`src/mwm_pkg.sv`:
```
// Shared widths, constants and types of the mecanum wheel mixer.
package mwm_pkg;

    localparam int WHEELS      = 4;
    localparam int IN_W        = 8;
    localparam int POW_W       = 10;
    localparam int MAG_W       = 9;
    localparam int DB_W        = 7;
    localparam int SCALE_W     = 8;
    localparam int DUTY_W      = 8;
    localparam int PROD_W      = MAG_W + SCALE_W;
    localparam int NUM_W       = PROD_W + DUTY_W;
    localparam int DEN_W       = 16;
    localparam int Q_W         = 10;
    localparam int CFG_IDX_W   = 2;
    localparam int CFG_DATA_W  = 8;

    localparam int FULL_DUTY   = 255;
    localparam int PCT_FULL    = 100;
    localparam int MIN_MAG     = 100;
    localparam int SCALE_RESET = 100;

    localparam int MIX_STAGES  = 3;
    localparam int DIV_STEPS   = 2;

    localparam int WHL_FL = 0;
    localparam int WHL_FR = 1;
    localparam int WHL_BL = 2;
    localparam int WHL_BR = 3;

    typedef logic signed [POW_W-1:0] t_pow;
    typedef logic [MAG_W-1:0]        t_mag;
    typedef logic [PROD_W-1:0]       t_prod;
    typedef logic [NUM_W-1:0]        t_num;
    typedef logic [DEN_W-1:0]        t_den;
    typedef logic [Q_W-1:0]          t_quo;

    typedef enum logic [CFG_IDX_W-1:0] {
        CFG_TRANSLATE_DB = 2'd0,
        CFG_ROTATE_DB    = 2'd1,
        CFG_SPEED_SCALE  = 2'd2
    } t_cfg_idx;

endpackage

```
`src/mwm_mix.sv`:
```
// Mixing, deadband test, normalization and dividend/divisor setup (three stages).
module mwm_mix (
    input  logic                                i_clk,
    input  logic [mwm_pkg::MIX_STAGES-1:0]      i_ld,
    input  logic signed [mwm_pkg::IN_W-1:0]     i_forward_speed,
    input  logic signed [mwm_pkg::IN_W-1:0]     i_sideways_speed,
    input  logic signed [mwm_pkg::IN_W-1:0]     i_rotate_speed,
    input  logic [mwm_pkg::DB_W-1:0]            i_translate_db,
    input  logic [mwm_pkg::DB_W-1:0]            i_rotate_db,
    input  logic [mwm_pkg::SCALE_W-1:0]         i_scale,
    output logic                                o_moving,
    output logic [mwm_pkg::WHEELS-1:0]          o_neg,
    output mwm_pkg::t_num                       o_num [mwm_pkg::WHEELS],
    output mwm_pkg::t_den                       o_den
);
    import mwm_pkg::*;

    function automatic logic [IN_W-1:0] abs_in(input logic [IN_W-1:0] v);
        abs_in = v[IN_W-1] ? (~v + 1'b1) : v;
    endfunction

    function automatic t_mag abs_pow(input t_pow v);
        logic [POW_W-1:0] u;
        u = v;
        if (u[POW_W-1]) u = ~u + 1'b1;
        return u[MAG_W-1:0];
    endfunction

    function automatic t_mag max2(input t_mag a, input t_mag b);
        return (a > b) ? a : b;
    endfunction

    // Stage A: deadband test and the four wheel powers.
    t_pow                n_pow [WHEELS];
    logic                n_mov;
    t_pow                r_pow_a [WHEELS];
    logic                r_mov_a;

    always_comb begin
        t_pow y;
        t_pow x;
        t_pow r;
        y = t_pow'(i_forward_speed);
        x = t_pow'(i_sideways_speed);
        r = t_pow'(i_rotate_speed);
        n_mov = (abs_in(i_forward_speed)  > {1'b0, i_translate_db}) ||
                (abs_in(i_sideways_speed) > {1'b0, i_translate_db}) ||
                (abs_in(i_rotate_speed)   > {1'b0, i_rotate_db});
        n_pow[WHL_FL] = y + x + r;
        n_pow[WHL_FR] = y - x - r;
        n_pow[WHL_BL] = y - x + r;
        n_pow[WHL_BR] = y + x - r;
    end

    always_ff @(posedge i_clk) begin
        if (i_ld[0]) begin
            r_pow_a <= n_pow;
            r_mov_a <= n_mov;
        end
    end

    // Stage B: magnitudes, floored maximum and magnitude times scale.
    t_mag                c_mag [WHEELS];
    t_mag                c_max;
    t_prod               n_prod [WHEELS];
    logic [WHEELS-1:0]   n_neg_b;
    t_prod               r_prod_b [WHEELS];
    t_mag                r_max_b;
    logic [WHEELS-1:0]   r_neg_b;
    logic                r_mov_b;

    always_comb begin
        for (int i = 0; i < WHEELS; i++) begin
            c_mag[i]   = abs_pow(r_pow_a[i]);
            n_neg_b[i] = r_pow_a[i][POW_W-1];
            n_prod[i]  = t_prod'(c_mag[i]) * t_prod'(i_scale);
        end
        c_max = max2(max2(c_mag[WHL_FL], c_mag[WHL_FR]), max2(c_mag[WHL_BL], c_mag[WHL_BR]));
        c_max = max2(c_max, MAG_W'(MIN_MAG));
    end

    always_ff @(posedge i_clk) begin
        if (i_ld[1]) begin
            r_prod_b <= n_prod;
            r_max_b  <= c_max;
            r_neg_b  <= n_neg_b;
            r_mov_b  <= r_mov_a;
        end
    end

    // Stage C: dividend is product times full duty, divisor is percent times maximum.
    t_num                n_num [WHEELS];
    t_den                n_den;
    t_num                r_num_c [WHEELS];
    t_den                r_den_c;
    logic [WHEELS-1:0]   r_neg_c;
    logic                r_mov_c;

    always_comb begin
        for (int i = 0; i < WHEELS; i++) begin
            n_num[i] = (t_num'(r_prod_b[i]) << DUTY_W) - t_num'(r_prod_b[i]);
        end
        n_den = t_den'(r_max_b) * t_den'(PCT_FULL);
    end

    always_ff @(posedge i_clk) begin
        if (i_ld[2]) begin
            r_num_c <= n_num;
            r_den_c <= n_den;
            r_neg_c <= r_neg_b;
            r_mov_c <= r_mov_b;
        end
    end

    assign o_num    = r_num_c;
    assign o_den    = r_den_c;
    assign o_neg    = r_neg_c;
    assign o_moving = r_mov_c;

endmodule

```
`src/mwm_div.sv`:
```
// Pipelined restoring divider for one wheel, STEPS quotient bits per stage.
module mwm_div #(
    parameter int STEPS  = mwm_pkg::DIV_STEPS,
    parameter int STAGES = (mwm_pkg::Q_W + STEPS - 1) / STEPS
) (
    input  logic                i_clk,
    input  logic [STAGES-1:0]   i_ld,
    input  mwm_pkg::t_num       i_num,
    input  mwm_pkg::t_den       i_den,
    input  logic                i_neg,
    output mwm_pkg::t_quo       o_quo,
    output logic                o_neg
);
    import mwm_pkg::*;

    t_num  c_rem_in [STAGES];
    t_den  c_den_in [STAGES];
    t_quo  c_quo_in [STAGES];
    logic  c_neg_in [STAGES];
    t_num  n_rem    [STAGES];
    t_quo  n_quo    [STAGES];
    t_num  r_rem    [STAGES-1];
    t_den  r_den    [STAGES-1];
    t_quo  r_quo    [STAGES];
    logic  r_neg    [STAGES];

    for (genvar s = 0; s < STAGES; s++) begin : g_stage
        if (s == 0) begin : g_first
            assign c_rem_in[s] = i_num;
            assign c_den_in[s] = i_den;
            assign c_quo_in[s] = '0;
            assign c_neg_in[s] = i_neg;
        end else begin : g_next
            assign c_rem_in[s] = r_rem[s-1];
            assign c_den_in[s] = r_den[s-1];
            assign c_quo_in[s] = r_quo[s-1];
            assign c_neg_in[s] = r_neg[s-1];
        end

        // Each step tries the divisor shifted to the next lower quotient bit.
        always_comb begin
            t_num rem;
            t_quo quo;
            t_num sh;
            int   k;
            rem = c_rem_in[s];
            quo = c_quo_in[s];
            for (int j = 0; j < STEPS; j++) begin
                k = Q_W - 1 - s * STEPS - j;
                if (k >= 0) begin
                    sh = t_num'(c_den_in[s]) << k;
                    if (rem >= sh) begin
                        rem = rem - sh;
                        quo = {quo[Q_W-2:0], 1'b1};
                    end else begin
                        quo = {quo[Q_W-2:0], 1'b0};
                    end
                end
            end
            n_rem[s] = rem;
            n_quo[s] = quo;
        end

        always_ff @(posedge i_clk) begin
            if (i_ld[s]) begin
                r_quo[s] <= n_quo[s];
                r_neg[s] <= c_neg_in[s];
            end
        end

        if (s < STAGES - 1) begin : g_carry
            always_ff @(posedge i_clk) begin
                if (i_ld[s]) begin
                    r_rem[s] <= n_rem[s];
                    r_den[s] <= c_den_in[s];
                end
            end
        end
    end

    assign o_quo = r_quo[STAGES-1];
    assign o_neg = r_neg[STAGES-1];

endmodule

```
`src/mecanum_wheel_mixer_unit.sv`:
```
// Top level of the mecanum wheel mixer: config registers, pipeline control, output stage.
//
//  Channel   | Valid / ready          | Payload
//  ----------+------------------------+------------------------------------------------
//  command   | i_valid / o_ready      | i_forward_speed, i_sideways_speed, i_rotate_speed
//  result    | o_valid / i_ready      | o_stopped, o_*_duty, o_*_reverse (four wheels)
//  config    | i_cfg_we (no wait)     | i_cfg_idx, i_cfg_data
//
//  One command transfer per cycle is sustained while the result side is ready; each
//  command passes through the mixing stages, the restoring divider stages of each
//  wheel and the output register.
//  Reset clears the stage valid bits and loads the register defaults.
//  A stall on the result side backs up stage by stage; an empty stage still
//  takes a transfer, so bubbles are squeezed out and nothing is lost or repeated.
module mecanum_wheel_mixer_unit #(
    parameter int DIV_STEPS_PER_STAGE = mwm_pkg::DIV_STEPS
) (
    input  logic                              i_clk,
    input  logic                              i_rst_n,
    input  logic                              i_valid,
    output logic                              o_ready,
    input  logic signed [mwm_pkg::IN_W-1:0]   i_forward_speed,
    input  logic signed [mwm_pkg::IN_W-1:0]   i_sideways_speed,
    input  logic signed [mwm_pkg::IN_W-1:0]   i_rotate_speed,
    output logic                              o_valid,
    input  logic                              i_ready,
    output logic                              o_stopped,
    output logic [mwm_pkg::DUTY_W-1:0]        o_front_left_duty,
    output logic                              o_front_left_reverse,
    output logic [mwm_pkg::DUTY_W-1:0]        o_front_right_duty,
    output logic                              o_front_right_reverse,
    output logic [mwm_pkg::DUTY_W-1:0]        o_back_left_duty,
    output logic                              o_back_left_reverse,
    output logic [mwm_pkg::DUTY_W-1:0]        o_back_right_duty,
    output logic                              o_back_right_reverse,
    input  logic                              i_cfg_we,
    input  logic [mwm_pkg::CFG_IDX_W-1:0]     i_cfg_idx,
    input  logic [mwm_pkg::CFG_DATA_W-1:0]    i_cfg_data
);
    import mwm_pkg::*;

    localparam int DIV_STAGES = (Q_W + DIV_STEPS_PER_STAGE - 1) / DIV_STEPS_PER_STAGE;
    localparam int LAST       = MIX_STAGES + DIV_STAGES;
    localparam int NSTG       = LAST + 1;

    // Config registers. User writes come only while the pipeline is idle; not enforced.
    logic [DB_W-1:0]     r_translate_db;
    logic [DB_W-1:0]     r_rotate_db;
    logic [SCALE_W-1:0]  r_scale;

    always_ff @(posedge i_clk) begin
        if (!i_rst_n) begin
            r_translate_db <= '0;
            r_rotate_db    <= '0;
            r_scale        <= SCALE_W'(SCALE_RESET);
        end else if (i_cfg_we) begin
            case (i_cfg_idx)
                CFG_TRANSLATE_DB: r_translate_db <= i_cfg_data[DB_W-1:0];
                CFG_ROTATE_DB:    r_rotate_db    <= i_cfg_data[DB_W-1:0];
                CFG_SPEED_SCALE:  r_scale        <= i_cfg_data[SCALE_W-1:0];
                default: begin
                end
            endcase
        end
    end

    // Pipeline control. A stage can take a transfer when it is empty or when
    // the stage after it can; the ready chain runs back from the result port.
    logic [NSTG-1:0] r_valid;
    logic [NSTG-1:0] c_rdy;
    logic [NSTG-1:0] c_vin;
    logic [NSTG-1:0] c_ld;

    always_comb begin
        c_rdy[NSTG-1] = !r_valid[NSTG-1] || i_ready;
        for (int k = NSTG - 2; k >= 0; k--) begin
            c_rdy[k] = !r_valid[k] || c_rdy[k+1];
        end
    end

    assign c_vin = {r_valid[NSTG-2:0], i_valid};
    assign c_ld  = c_vin & c_rdy;

    always_ff @(posedge i_clk) begin
        if (!i_rst_n) begin
            r_valid <= '0;
        end else begin
            r_valid <= (r_valid & ~c_rdy) | (c_vin & c_rdy);
        end
    end

    assign o_ready = c_rdy[0];
    assign o_valid = r_valid[NSTG-1];

    // Mixing and divider setup.
    logic                w_moving;
    logic [WHEELS-1:0]   w_neg;
    t_num                w_num [WHEELS];
    t_den                w_den;

    mwm_mix u_mix (
        .i_clk            (i_clk),
        .i_ld             (c_ld[MIX_STAGES-1:0]),
        .i_forward_speed  (i_forward_speed),
        .i_sideways_speed (i_sideways_speed),
        .i_rotate_speed   (i_rotate_speed),
        .i_translate_db   (r_translate_db),
        .i_rotate_db      (r_rotate_db),
        .i_scale          (r_scale),
        .o_moving         (w_moving),
        .o_neg            (w_neg),
        .o_num            (w_num),
        .o_den            (w_den)
    );

    // One divider per wheel; all four share the stage load enables.
    t_quo                w_quo [WHEELS];
    logic [WHEELS-1:0]   w_neg_d;

    for (genvar w = 0; w < WHEELS; w++) begin : g_wheel
        mwm_div #(
            .STEPS  (DIV_STEPS_PER_STAGE),
            .STAGES (DIV_STAGES)
        ) u_div (
            .i_clk (i_clk),
            .i_ld  (c_ld[LAST-1:MIX_STAGES]),
            .i_num (w_num[w]),
            .i_den (w_den),
            .i_neg (w_neg[w]),
            .o_quo (w_quo[w]),
            .o_neg (w_neg_d[w])
        );
    end

    // The moving flag rides alongside the divider stages.
    logic [DIV_STAGES-1:0] r_mov_d;
    logic [DIV_STAGES-1:0] c_mov_in;
    logic [DIV_STAGES-1:0] c_ld_d;

    assign c_mov_in = {r_mov_d[DIV_STAGES-2:0], w_moving};
    assign c_ld_d   = c_ld[LAST-1:MIX_STAGES];

    always_ff @(posedge i_clk) begin
        r_mov_d <= (r_mov_d & ~c_ld_d) | (c_mov_in & c_ld_d);
    end

    // Output stage: saturate each quotient at full duty, and force a stopped
    // command to zero duty and forward direction on every wheel.
    logic                r_stopped;
    logic [DUTY_W-1:0]   r_duty [WHEELS];
    logic [WHEELS-1:0]   r_rev;
    logic [DUTY_W-1:0]   n_duty [WHEELS];
    logic                c_mov;

    assign c_mov = r_mov_d[DIV_STAGES-1];

    always_comb begin
        for (int w = 0; w < WHEELS; w++) begin
            if (!c_mov) begin
                n_duty[w] = '0;
            end else if (|w_quo[w][Q_W-1:DUTY_W]) begin
                n_duty[w] = DUTY_W'(FULL_DUTY);
            end else begin
                n_duty[w] = w_quo[w][DUTY_W-1:0];
            end
        end
    end

    always_ff @(posedge i_clk) begin
        if (c_ld[LAST]) begin
            r_stopped <= !c_mov;
            r_duty    <= n_duty;
            r_rev     <= w_neg_d & {WHEELS{c_mov}};
        end
    end

    assign o_stopped             = r_stopped;
    assign o_front_left_duty     = r_duty[WHL_FL];
    assign o_front_left_reverse  = r_rev[WHL_FL];
    assign o_front_right_duty    = r_duty[WHL_FR];
    assign o_front_right_reverse = r_rev[WHL_FR];
    assign o_back_left_duty      = r_duty[WHL_BL];
    assign o_back_left_reverse   = r_rev[WHL_BL];
    assign o_back_right_duty     = r_duty[WHL_BR];
    assign o_back_right_reverse  = r_rev[WHL_BR];

endmodule

```
`config.mk`:
```
export PLATFORM = sky130hd
export DESIGN_NAME = mecanum_wheel_mixer_unit
export DESIGN_NICKNAME = d
export VERILOG_FILES = /design/src/mwm_pkg.sv /design/src/mwm_mix.sv /design/src/mwm_div.sv /design/src/mecanum_wheel_mixer_unit.sv
export SDC_FILE = /design/constraint.sdc
export NUM_CORES = 2
export LEC_CHECK = 0
export BUFFER_PORTS_ARGS = -buffer_cell sky130_fd_sc_hd__clkbuf_2
export CAP_MARGIN = 5
export CORE_ASPECT_RATIO = 1.2
export CORE_MARGIN = 8
export CORE_UTILIZATION = 37
export CTS_CLUSTER_DIAMETER = 200
export CTS_CLUSTER_SIZE = 8
export DETAILED_ROUTE_END_ITERATION = 7
export GPL_TIMING_DRIVEN = 0
export PLACE_DENSITY = 0.53
export SYNTH_ARGS = -nofsm -noshare
export SYNTH_HDL_FRONTEND = slang
export SYNTH_HIERARCHICAL = 1
export SYNTH_SLANG_ARGS = --single-unit
```
`constraint.sdc`:
```
create_clock -name i_clk -period 30.4 [get_ports i_clk]
set_input_delay 6.08 -clock i_clk [delete_from_list [all_inputs] [get_ports i_clk]]
set_output_delay 6.08 -clock i_clk [all_outputs]
set_load 0.02 [all_outputs]
```
Word level (Yosys, flattened, before mapping)
Memory sizes are Yosys's and may differ from the RTL's.
Cells that the tools add are included.
{"block": "word_totals", "regBits": 315, "mem_bits_rw": 876, "input_bits": 39, "out_inout_bits": 39, "n_memories": 16}
{"memory": "g_wheel[0].u_div.r_rem", "words": 4, "word_bits": 25, "read_ports": 4, "rd_clocked_by_memory_dff": 0, "wr": 4, "line": "mwm_div.sv:22", "rtl": "t_num r_rem [STAGES-1];"}
{"memory": "g_wheel[1].u_div.r_rem", "words": 4, "word_bits": 25, "read_ports": 4, "rd_clocked_by_memory_dff": 0, "wr": 4, "line": "mwm_div.sv:22"}
{"memory": "g_wheel[2].u_div.r_rem", "words": 4, "word_bits": 25, "read_ports": 4, "rd_clocked_by_memory_dff": 0, "wr": 4, "line": "mwm_div.sv:22"}
{"memory": "g_wheel[3].u_div.r_rem", "words": 4, "word_bits": 25, "read_ports": 4, "rd_clocked_by_memory_dff": 0, "wr": 4, "line": "mwm_div.sv:22"}
{"memory": "g_wheel[0].u_div.r_den", "words": 4, "word_bits": 16, "read_ports": 4, "rd_clocked_by_memory_dff": 0, "wr": 4, "line": "mwm_div.sv:23", "rtl": "t_den r_den [STAGES-1];"}
{"memory": "g_wheel[1].u_div.r_den", "words": 4, "word_bits": 16, "read_ports": 4, "rd_clocked_by_memory_dff": 0, "wr": 4, "line": "mwm_div.sv:23"}
{"memory": "10 more memories"}
{"block": "op_classes", "add_sub_neg": 53, "mul": 5, "order_cmp": 47, "n_eq_ne": 2, "n_mux": 100, "bitwise_logic": 16, "n_reduce_logical": 29}
{"op": "two-way mux 25 bit", "count": 36}
{"op": "subtractor 25 x 17 -> 25 bit", "count": 8}
{"op": ">= comparator 25 x 16 -> 1 bit", "count": 4}
{"op": ">= comparator 25 x 17 -> 1 bit", "count": 4}
{"op": ">= comparator 25 x 18 -> 1 bit", "count": 4}
{"op": ">= comparator 25 x 19 -> 1 bit", "count": 4}
{"op": ">= comparator 25 x 20 -> 1 bit", "count": 4}
{"op": ">= comparator 25 x 21 -> 1 bit", "count": 4}
{"op": ">= comparator 25 x 22 -> 1 bit", "count": 4}
{"op": ">= comparator 25 x 23 -> 1 bit", "count": 4}
{"op": ">= comparator 25 x 24 -> 1 bit", "count": 4}
{"op": ">= comparator 25 bit", "count": 4}
{"op": "subtractor 25 x 18 -> 25 bit", "count": 4}
{"op": "subtractor 25 x 19 -> 25 bit", "count": 4}
{"op": "subtractor 25 x 20 -> 25 bit", "count": 4}
{"op": "subtractor 25 x 21 -> 25 bit", "count": 4}
{"op": "subtractor 25 x 22 -> 25 bit", "count": 4}
{"op": "subtractor 25 x 23 -> 25 bit", "count": 4}
{"op": "subtractor 25 x 24 -> 25 bit", "count": 4}
{"op": "subtractor 25 bit", "count": 4}
{"op": "multiplier 9 x 8 -> 17 bit", "count": 4}
{"op": "two-way mux 9 bit", "count": 7}
{"op": "two-way mux 8 bit", "count": 7}
{"op": "two-way mux 1 bit", "count": 50}
{"op": "other kinds (25)", "count": 68}

Logic depth before layout (Yosys ltp)
{"block": "depth", "word_depth": 14, "ltp_mapped": 28, "ltp_nobuf": 25}

Modules after synthesis
The synthesis kept the hierarchy.
{"module": "mwm_div (g_wheel[1].u_div ...)", "instances": 2, "cells_each": 1562, "area_per_inst_um2": 15349.7, "seq_area_each_um2": 5975.7}
{"module": "mwm_mix", "instances": 1, "cells_each": 2417, "area_per_inst_um2": 24111.9, "seq_area_each_um2": 7086.8}
{"module": "mwm_div (g_wheel[0].u_div)", "instances": 1, "cells_each": 1634, "area_per_inst_um2": 15954.1, "seq_area_each_um2": 5975.7}
{"module": "mwm_div (g_wheel[3].u_div)", "instances": 1, "cells_each": 1623, "area_per_inst_um2": 15931.5, "seq_area_each_um2": 5975.7}
{"module": "mecanum_wheel_mixer_unit", "instances": 1, "cells_each": 244, "area_per_inst_um2": 2871.5, "seq_area_each_um2": 1881.8}

Least setup slack after synthesis
No wires, ideal clock.
{"block": "synth_timing", "kind": "input-to-reg", "startpoint": "in i_ready", "endpoint": "reg (tool-made name)", "setup_time_ns": 0.819, "arrival_ns": 15.240, "t_required_ns": 29.581, "slack_ns": 14.341, "path_stages": 3, "n_path_buf": 0, "cell_sequence": "and4b_4 -> and2_4 -> a31oi_1"}
{"element": "start, declared", "line": "mecanum_wheel_mixer_unit.sv:26", "rtl": "input logic i_ready,"}

Final worst setup path
{"block": "layout_timing", "startpoint": "in i_ready", "endpoint": "out o_ready"}
{"block": "layout_via", "elab_chain_len": 9}
{"element": "logical OR 1 bit", "line": "mecanum_wheel_mixer_unit.sv:75", "rtl": "c_rdy[NSTG-1] = !r_valid[NSTG-1] || i_ready;"}
{"element": "logical OR 1 bit (8 in series)", "line": "mecanum_wheel_mixer_unit.sv:77", "rtl": "c_rdy[k] = !r_valid[k] || c_rdy[k+1];"}
{"element": "end, declared", "line": "mecanum_wheel_mixer_unit.sv:21", "rtl": "output logic o_ready,"}
Every way passes these cells.

==> impl_metrics.tcl <==
set metrics [dict create \
    period_share_pct 43.17 \
    clk_pin_slew_ns 0.06 \
    synth_edf_count 1074 \
    hpwlAfterDp_mm 192.2 \
    holdWs_ns 0.3971 \
    worst_setup_path_end_kind "output pin" \
    ys.flop_type "edfxtp_1" \
    gr-usage-all-layers_pct 17.95 \
    yosys.area.top_type "edfxtp_1" \
    hold_violations 0 \
    rsz0062_at_grt "no" \
    ir_drop_mv 0.07826 \
    cts_buffers 164 \
    fmax_mhz 76.19 \
    crit_type "in -> out" \
    grt_first_pass_wirelength_mm 374.5 \
    outcome "complete, no violations" \
    clockBufferDepth 4 \
    numPlacedInstances 12360 \
    io_buffers 76 \
    fin_tns_setup_ns 0 \
    dieWidth_um 465.1 \
    dieHeight_um 555.0 \
    synth_top_area_share_pct 36.01 \
    yosysSeqAreaShare_pct 36.70 \
    finish.instance_area_um2 99180 \
    fin_nets 10540 \
    syn-cell-area_um2 89570 \
    cts.sinks 1105 \
    hold_class "reg -> reg" \
    worstPathMaxFanout 6 \
    placed_cell_area_um2 94920 \
    die_area_um2 258100 \
    ant_nets 0 \
    finalNonFillerCells 12540 \
    core_um2 241500 \
    dr.pass1.iters 6 \
    syn_area_per_cell_um2 9.906 \
    finalMaxSlewViolations 0 \
    grt_pass1_vias 67900 \
    relSlewSlack_pct 16.30 \
    setup_slack_ns 17.28 \
    p_leak_nw 40.29 \
    drt-initial-drc-count 3386 \
    yosys_warnings 6 \
    ys_seq_elements 1105 \
    worstMarginPinSlew_ns 1.256 \
    synth_common_cells "edfxtp_1 (1074), ha_1 (967), inv_1 (891)" \
    crit_required_ns 24.32 \
    setup_violations 0 \
    arrival_ns 7.04 \
    drcViolationCount 0 \
    maxCapViolations 0 \
    antenna_found_initial 5 \
    start_util_pct 37.08 \
    gp_congestion 0.9140 \
    power_density_nw_per_um2 86.75 \
    root_buffer "clkbuf_16" \
    num_io_pins 78 \
    drive_gt1_share_pct 7.347 \
    cts_tree "yes" \
    grt_start_max_net_pins 76 \
    detail_route.wl_per_cell_um 19.05 \
    postSynth.asyncResetShare_pct 0 \
    clkLatencyLatePin_ns 0.81 \
    syn2layout_area_growth_pct 10.73 \
    fin_crit_ns 13.12 \
    clock_skew_ns 0.06104 \
    crit_path_start_kind "input port" \
    finalPower_mw 8.604 \
    cts_post_setup_buffers_inserted 0 \
    synth_cells 9042 \
    num_vias 66070 \
    yosysMostFrequentCell "edfxtp_1" \
    yosys.cell_types.count 131 \
    synth_area_leaders "edfxtp_1 (36%), ha_1 (14%), xnor2_1 (5.1%)" \
    overflow 0 \
    cts.repair.resized 0 \
    ctsHoldBuffers 0 \
    utilization_pct 41.06 \
    rows 198 \
    via_per_inst 5.269 \
    cts_max_level 4 \
    place_ws_ns 17.25 \
    postRouteWirelength_mm 238.8 \
]
metal layers:
metal | part of all wire [%] | vias to the layer above | global-route usage (%) | wire [um]
met5 | 0 | - | 0 | 0
li1 | - | 33110 | - | -
met2 | 49 | 1124 | 32.16 | 116100
met1 | 44 | 31360 | 21.89 | 104500
met4 | 4.7 | 0 | 7.718 | 11320
met3 | 2.9 | 467 | 1.819 | 6874
report_power, final:
group / internal (mW) / switching [mW] / total, mW
clock network: 0.962 / 0.643 / 1.60
registers: 2.06 / 0.149 / 2.21
logic: 2.12 / 2.67 / 4.79
total: 5.14 / 3.46 / 8.60
final timing paths:
check                                 from                             to  slack [ns]  depth (start not counted)
max                                i_ready                        o_ready       17.28                          5
min          g_wheel[0].u_div/r_quo[0][29]  g_wheel[0].u_div/r_quo[0][41]        0.40                          0
max reg2reg                 u_mix/o_den[2]  g_wheel[1].u_div/r_rem[0][23]       22.12                         26
min reg2reg  g_wheel[0].u_div/r_quo[0][29]  g_wheel[0].u_div/r_quo[0][41]        0.40                          0
logic make-up (layout without fill, tap and decap cells):
family / after synthesis / in the layout / share of synthesized area, %
AOI/OAI and AO/OA: 2187 / 2187 / 15.69
other: 1 / 5 / 0.004187
and+or+nand+nor: 2441 / 2441 / 13.66
DFF: 1105 / 1105 / 36.70
buffers and inverters: 1106 / 1400 / 4.797
adders and majority gates: 1181 / 1181 / 18.29
xor gates and xnor gates: 719 / 719 / 7.060
muxes: 302 / 302 / 3.798
layout make-up:
class                   count  area, um2
repair buffers            114       1264
multi-input cells        6832      52480
clock inverters             5      43.79
clock buffers             175       4209
plain buffers             203      908.4
fillers                 23340     142400
diodes                      3      7.507
flip-flops and latches   1105      32870
inverters                 903       3390
well taps                3200       4004
layout by cell type, fill, tap and decap left out, types with 112 or more instances in the layout:
cell	synthesis	final
nor2b_1	170	167
nand2_1	656	656
nand4_1	120	120
and2_1	128	126
ha_1	967	967
nor2_1	599	599
o21a_1	112	112
clkbuf_1	142	149
nor3_1	166	166
nand3_1	139	139
xor2_1	192	192
clkbuf_16	0	167
inv_1	891	891
edfxtp_1	1074	1074
a21o_1	280	280
a21oi_1	637	637
fa_1	214	214
o21ai_0	487	487
nand2b_1	125	125
mux2_2	180	180
xnor2_1	525	525
state kept, by name (all words and copies together), names as in the netlist, 14 cells and up, named ones only:
signal	count
u_mix/r_prod_b	66
u_mix/r_pow_a	34
g_wheel.u_div/r_rem	400
g_wheel.u_div/r_quo	120
g_wheel.u_div/r_den	256
u_mix/o_num	98
u_mix/o_den	14
g_wheel.u_div/r_neg	20
worst max-delay path, stage by stage:
cell,delay (ns)
clkbuf_2,0.10
nand4b_2,0.26
nor2_4,0.29
nand3_1,0.12
clkbuf_2,0.18
Power figures use the tool's default switching activity.
